<file path="config.mk">
export PLATFORM = sky130hd
export DESIGN_NAME = dual_stack_with_transfer_top
export DESIGN_NICKNAME = d
export VERILOG_FILES = /design/src/dst_pkg.sv /design/src/dst_ram.sv /design/src/dual_stack_with_transfer_top.sv
export SDC_FILE = /design/constraint.sdc
export NUM_CORES = 2
export LEC_CHECK = 0
export BUFFER_PORTS_ARGS = -buffer_cell sky130_fd_sc_hd__clkbuf_2
export CORE_ASPECT_RATIO = 1.25
export CORE_UTILIZATION = 45
export CTS_BUF_LIST = sky130_fd_sc_hd__clkbuf_4 sky130_fd_sc_hd__clkbuf_8 sky130_fd_sc_hd__clkbuf_16
export CTS_CLUSTER_DIAMETER = 150
export CTS_CLUSTER_SIZE = 10
export DETAILED_ROUTE_END_ITERATION = 7
export PLACE_DENSITY = 0.68
export RECOVER_POWER = 50
export SLEW_MARGIN = 5
export SYNTH_ARGS = -nofsm -noshare
export SYNTH_HDL_FRONTEND = slang
export SYNTH_HIERARCHICAL = 1
export SYNTH_SLANG_ARGS = --single-unit
</file>
<file path="constraint.sdc">
create_clock -name clk -period 6.78 [get_ports clk]
set_clock_uncertainty 0.15 [all_clocks]
set_input_delay 1.356 -clock clk [delete_from_list [all_inputs] [get_ports clk]]
set_output_delay 1.356 -clock clk [all_outputs]
set_load 0.01 [all_outputs]
</file>
<file path="src/dst_pkg.sv">
`default_nettype none

package dst_pkg;

  localparam int WORD_W = 32;
  localparam int FILL_W = 8;

  localparam logic [1:0] REQ_PUSH = 2'd0;
  localparam logic [1:0] REQ_POP  = 2'd1;
  localparam logic [1:0] REQ_MOVE = 2'd2;

  localparam logic [1:0] STAT_OK    = 2'd0;
  localparam logic [1:0] STAT_FULL  = 2'd1;
  localparam logic [1:0] STAT_EMPTY = 2'd2;

  // bit pattern of -1.0
  localparam logic [WORD_W-1:0] EMPTY_WORD = 32'hBF80_0000;

  typedef struct packed {
    logic [1:0]        req_type;
    logic [WORD_W-1:0] push_word;
  } req_t;

  typedef struct packed {
    logic [1:0]        status;
    logic [WORD_W-1:0] popped_word;
    logic [FILL_W-1:0] fill_a;
    logic [FILL_W-1:0] fill_b;
    logic [FILL_W-1:0] dropped;
  } res_t;

endpackage

`default_nettype wire

</file>
<file path="src/dst_ram.sv">
`default_nettype none

module dst_ram #(
  parameter int DEPTH = 128,
  parameter int WIDTH = 32
) (
  input  wire logic                     clk,
  input  wire logic                     wr_en,
  input  wire logic [$clog2(DEPTH)-1:0] wr_addr,
  input  wire logic [WIDTH-1:0]         wr_data,
  input  wire logic                     rd_en,
  input  wire logic [$clog2(DEPTH)-1:0] rd_addr,
  output logic      [WIDTH-1:0]         rd_data
);

  logic [WIDTH-1:0] mem [DEPTH];

  always_ff @(posedge clk) begin
    if (wr_en) begin
      mem[wr_addr] <= wr_data;
    end
  end

  always_ff @(posedge clk) begin
    if (rd_en) begin
      rd_data <= mem[rd_addr];
    end
  end

endmodule

`default_nettype wire

</file>
<file path="src/dual_stack_with_transfer_top.sv">
`default_nettype none

// Pair of bounded LIFO stacks A and B of 32-bit words, DEPTH entries each.
// A request (push onto A, pop from A, move all of A onto B) is taken at a
// rising edge where start is high and busy is low. Each request gives one
// result, shown on result for exactly one cycle with done high; the
// receiver cannot hold it off, and the next request may be taken in the
// cycle that result is shown.
// Push, pop from an empty A and unused codes: result in the cycle after the
// request, busy stays low.
// Pop from a non-empty A: the synchronous A memory read is issued as the
// request is taken; busy is high in the pop state, which registers the result.
// Move: walks A top first through one read port of A and one write port of
// B, one word a cycle, pipelined across the read latency; the result comes
// once the last word read has been written or dropped, busy until then.
// Words that find B full are dropped and counted in the result.
// Reset clears both fill counts and the control state; memory contents are
// left as they are, since an entry is only read after it has been written.

module dual_stack_with_transfer_top #(
  parameter int DEPTH = 128
) (
  input  wire logic          clk,
  input  wire logic          rst,
  input  wire logic          start,
  output logic               busy,
  input  wire dst_pkg::req_t req,
  output logic               done,
  output dst_pkg::res_t      result
);

  import dst_pkg::*;

  localparam int AW = $clog2(DEPTH);
  localparam int CW = $clog2(DEPTH + 1);
  localparam logic [CW-1:0] FULL = CW'(DEPTH);
  localparam logic [CW-1:0] ONE  = CW'(1);

  localparam logic [1:0] ST_IDLE = 2'd0;
  localparam logic [1:0] ST_POP  = 2'd1;
  localparam logic [1:0] ST_MOVE = 2'd2;

  logic [1:0]        state;
  logic [CW-1:0]     count_a;
  logic [CW-1:0]     count_b;
  logic [CW-1:0]     lost;
  logic              pend;
  logic              accept;
  logic [CW-1:0]     count_a_dec;
  logic              a_wr_en;
  logic              a_rd_en;
  logic              b_wr_en;
  logic [WORD_W-1:0] a_rd_data;

  assign busy        = (state != ST_IDLE);
  assign accept      = start && !busy;
  assign count_a_dec = count_a - ONE;

  always_comb begin
    a_wr_en = 1'b0;
    a_rd_en = 1'b0;
    b_wr_en = 1'b0;
    if (accept && req.req_type == REQ_PUSH && count_a != FULL) begin
      a_wr_en = 1'b1;
    end
    if (accept && req.req_type == REQ_POP && count_a != '0) begin
      a_rd_en = 1'b1;
    end
    if (state == ST_MOVE && count_a != '0) begin
      a_rd_en = 1'b1;
    end
    // word read last cycle lands on B unless B is full
    if (state == ST_MOVE && pend && count_b != FULL) begin
      b_wr_en = 1'b1;
    end
  end

  dst_ram #(
    .DEPTH (DEPTH),
    .WIDTH (WORD_W)
  ) u_ram_a (
    .clk     (clk),
    .wr_en   (a_wr_en),
    .wr_addr (count_a[AW-1:0]),
    .wr_data (req.push_word),
    .rd_en   (a_rd_en),
    .rd_addr (count_a_dec[AW-1:0]),
    .rd_data (a_rd_data)
  );

  dst_ram #(
    .DEPTH (DEPTH),
    .WIDTH (WORD_W)
  ) u_ram_b (
    .clk     (clk),
    .wr_en   (b_wr_en),
    .wr_addr (count_b[AW-1:0]),
    .wr_data (a_rd_data),
    .rd_en   (1'b0),
    .rd_addr (count_b[AW-1:0]),
    .rd_data ()
  );

  always_ff @(posedge clk) begin
    if (rst) begin
      state   <= ST_IDLE;
      count_a <= '0;
      count_b <= '0;
      pend    <= 1'b0;
      done    <= 1'b0;
    end else begin
      done <= 1'b0;
      case (state)
        ST_IDLE: begin
          if (accept) begin
            result.popped_word <= '0;
            result.status      <= STAT_OK;
            result.fill_a      <= FILL_W'(count_a);
            result.fill_b      <= FILL_W'(count_b);
            result.dropped     <= '0;
            case (req.req_type)
              REQ_PUSH: begin
                done <= 1'b1;
                if (count_a == FULL) begin
                  result.status <= STAT_FULL;
                end else begin
                  count_a       <= count_a + ONE;
                  result.fill_a <= FILL_W'(count_a + ONE);
                end
              end
              REQ_POP: begin
                if (count_a == '0) begin
                  result.status      <= STAT_EMPTY;
                  result.popped_word <= EMPTY_WORD;
                  done               <= 1'b1;
                end else begin
                  count_a <= count_a_dec;
                  state   <= ST_POP;
                end
              end
              REQ_MOVE: begin
                lost  <= '0;
                pend  <= 1'b0;
                state <= ST_MOVE;
              end
              default: begin
                done <= 1'b1;
              end
            endcase
          end
        end
        ST_POP: begin
          result.popped_word <= a_rd_data;
          result.fill_a      <= FILL_W'(count_a);
          done               <= 1'b1;
          state              <= ST_IDLE;
        end
        ST_MOVE: begin
          pend <= (count_a != '0);
          if (count_a != '0) begin
            count_a <= count_a_dec;
          end
          if (pend) begin
            if (count_b != FULL) begin
              count_b <= count_b + ONE;
            end else begin
              lost <= lost + ONE;
            end
          end
          if (count_a == '0 && !pend) begin
            result.fill_a  <= FILL_W'(count_a);
            result.fill_b  <= FILL_W'(count_b);
            result.dropped <= FILL_W'(lost);
            done           <= 1'b1;
            state          <= ST_IDLE;
          end
        end
        default: begin
          state <= ST_IDLE;
        end
      endcase
    end
  end

endmodule

`default_nettype wire
</file>
==> metrics.txt <==
Syn. warnings 6; GRT Total Usage 0.229; largest family of logic cells by synthesized area multiplexers; # setup viols final 0; multiplexer share of the synthesized area 0.191; Final Hold Vio Count 0; status finished, violations left; CP Data Required Time about 7 ns; Synth Instances 6,332; worst reg2reg startpoint count_a[2]; failing checks max-capacitance violations, max-slew violations; TNS Setup 0 ns; vias in the first global route 74,900; CP Launch Point req[25]; LEAKAGE around 57 nW; register bit total from synthesis between 4,000 and 5,000; critical-path maximum fanout 65; CTS tree yes; first-pass iteration count of the detailed router 5; initial antenna violation count 70; Placeable Area 354,000 um2; routed vias 73,600; routability congestion estimate 0.822; final WL 410,000 um; Post-Synth XOR/XNOR Area 0.00142; post-synthesis simple-gate area fraction 0.00936; Area growth syn-to-layout 12.9%; FFs w/ async S/R, synth 0; Tmin final 5.95 ns; Logic pwr share 0.073; Die H 670 um; crit share post-route 0.878; hold buffer count at CTS 0; hold path startpoint count_b[7]; Worst-path clk slew 0.06 ns; syn_area_per_cell between 20 and 30 um2; Seq pwr share 0.530; design area 181,000 um2; drt initial violations 10,700; CP bufs+invs 2; Crit path max-delay family buffers and inverters; pin count of the biggest net entering global routing ~110; Primary FF master, synth edfxtp_1; crit path kind input pin to flip-flop; crit-path cells clkbuf_1 > clkbuf_1; NetSw about 12 mW; dpl hpwl 232,000 um; Sw Ratio 0.215; Slew HR -1.56; most used cell, CP clkbuf_1; complex-gate fraction of the synthesized area 0.00141; first-pass GRT wire length 576,000 um; share of layout cells above drive strength 1 0.340; CP Launch Type input pin; total CTS buffers 463; I/O Buffers 96; max incr delay on CP 2.29 ns; Seq/Total Area, Yosys 0.787; Min-Delay Path Class flip-flop to flip-flop; htree depth 5; CP endpoint kind flip-flop; clock latency on the worst-skew pair 0.95 ns; clock power share 0.397; Max rail drop VDD 0.232 mV; setup bufs post-CTS 0; Synth Area in Adders 0.00101; die width 536 um; DRC violations left 0; fin nets 6,868; Netlist cell types just under 50; Placed Instance Area 169,000 um2; fin util 0.512; clock buffer depth 4; Die ar. between 300,000 and 400,000 um2; fillers 26,500; gr ovfl total 0; CP Data Arrival Time between 6 and 7 ns; clock sinks 4,214; I/O pin count 97; clk root buf clkbuf_16; Slew Limit Fails 4,020; RSZ-0062 raised after global routing no; post-cts sizing count 0; Max Clock Freq 168 MHz; Max-Cap Viols 63; initial core utilization 0.454; Post-synth EDFFs 4,194; Synth Net Count about 6,400; Int Pwr about 43 mW; Cell Area, Synth 161,000 um2; Routed Antenna Nets 0; PD cells 300 nW/um2; critical-path cell with the highest stage delay clkbuf_1; Std-Cell Rows 244; via/cell ratio 6.34; Worst-Margin Slew 3.85 ns; WL/cell ~35 um
## synthesized netlist by cell type, drive strengths merged (4+ instances only)
master	instances	area [um2]
dfxtp	20	400
o21ai	7	35.0
xor2	12	105
buf	142	688
xnor2	14	123
nand3	25	125
ha	13	163
mux2	36	417
a21oi	11	66.3
clkbuf	191	717
inv	12	45.0
nor3	17	96.4
edfxtp	4194	126000
and3	5	31.3
or3	4	25.0
nor2	148	558
and2	43	269
nor2b	11	68.8
nand2b	5	31.3
nand2	43	161
mux4	1344	30300
nand4	9	56.3
## layer usage
metal | vias to the layer above | track usage | wire length [um]
met5 | - | 0 | 162
met4 | 24 | 0.0822 | 16300
met3 | 625 | 0.0460 | 42700
met2 | 4308 | 0.372 | 202000
met1 | 40300 | 0.307 | 149000
li1 | 28400 | - | -
## through the flow
stage | cells | hold slack (ns) | total power, mW | setup WS (ns)
5_1_grt | 11600 | 0.370 | 55.7 | 0.697
6_report | 11600 | 0.351 | 54.4 | 0.828
2_1_floorplan | 6332 | 0.292 | 31.5 | 1.61
3_5_place_dp | 11000 | 0.334 | 33.3 | 1.22
3_3_place_gp | 11000 | 0.329 | 33.2 | 1.17
4_1_cts | 11500 | 0.346 | 54.6 | 1.44
## placed cells by master, fill, tap and decap left out, drive strengths merged, types with 2 or more instances in the layout
cell    synthesis  layout
nor2b          11      11
clkbuf        191     633
nor3           17      17
clkinv          0       9
nor3b           2       2
nand2b          5       5
buf           142     224
mux4         1344    1344
and4            2       2
inv            12      22
xnor2          14      14
mux2           36      36
nand2          43      43
a32o            2       2
edfxtp       4194    4194
o21ai           7       7
or3             4       4
xor2           12      12
nand4           9       9
nor2          148     148
diode           0      65
mux2i           3       3
and3            5       5
dfxtp          20      20
a21oi          11      11
a31oi           3       3
nand3          25      25
ha             13      13
and2           43      43
## state kept, by name (all words and copies together) (netlist names)
register,cells
pend,1
lost,8
done,1
u_ram_a/rd_data,32
state,2
u_ram_a/mem,4096
result,58
count_b,8
count_a,8
## power groups by stage
stage                     clock [mW]  sequential [mW]  combinational (mW)
after floorplan                    0             29.3                2.19
after global placement             0             29.3                3.92
after detailed placement           0             29.3                3.97
after CTS                       21.9             28.8                3.98
after global routing            22.8             28.8                4.09
final                           21.6             28.8                3.98
## area by class of cell
cell class                      instances  area [um2]  share of cell area
Inverter                               12        60.1            0.000331
Clock buffer                          503       12000              0.0661
Sequential cell                      4214      126000               0.697
Timing Repair Buffer                  354        2680              0.0148
Tap cell                             4674        5850              0.0323
Antenna cell                           65         163            0.000897
Multi-Input combinational cell       1773       33900               0.187
Clock inverter                         19         347             0.00191
## cell families after synthesis
logic type | Yosys count
AND/OR/NAND/NOR | 318
buffers and inverters | 345
XOR/XNOR | 26
AO/OA/AOI/OAI | 33
adder cells (fa/ha/maj) | 13
flip-flops | 4214
multiplexers | 1383
## path summary, 6_finish.rpt
check	to	slack, ns	cells after the start
setup reg to reg	u_ram_a/mem[120][22]	0.98	8
setup / recovery	u_ram_a/mem[16][25]	0.83	2
hold reg to reg	result[15]	0.35	0
hold / removal	result[15]	0.35	0
(Power assumes the default switching activity.)
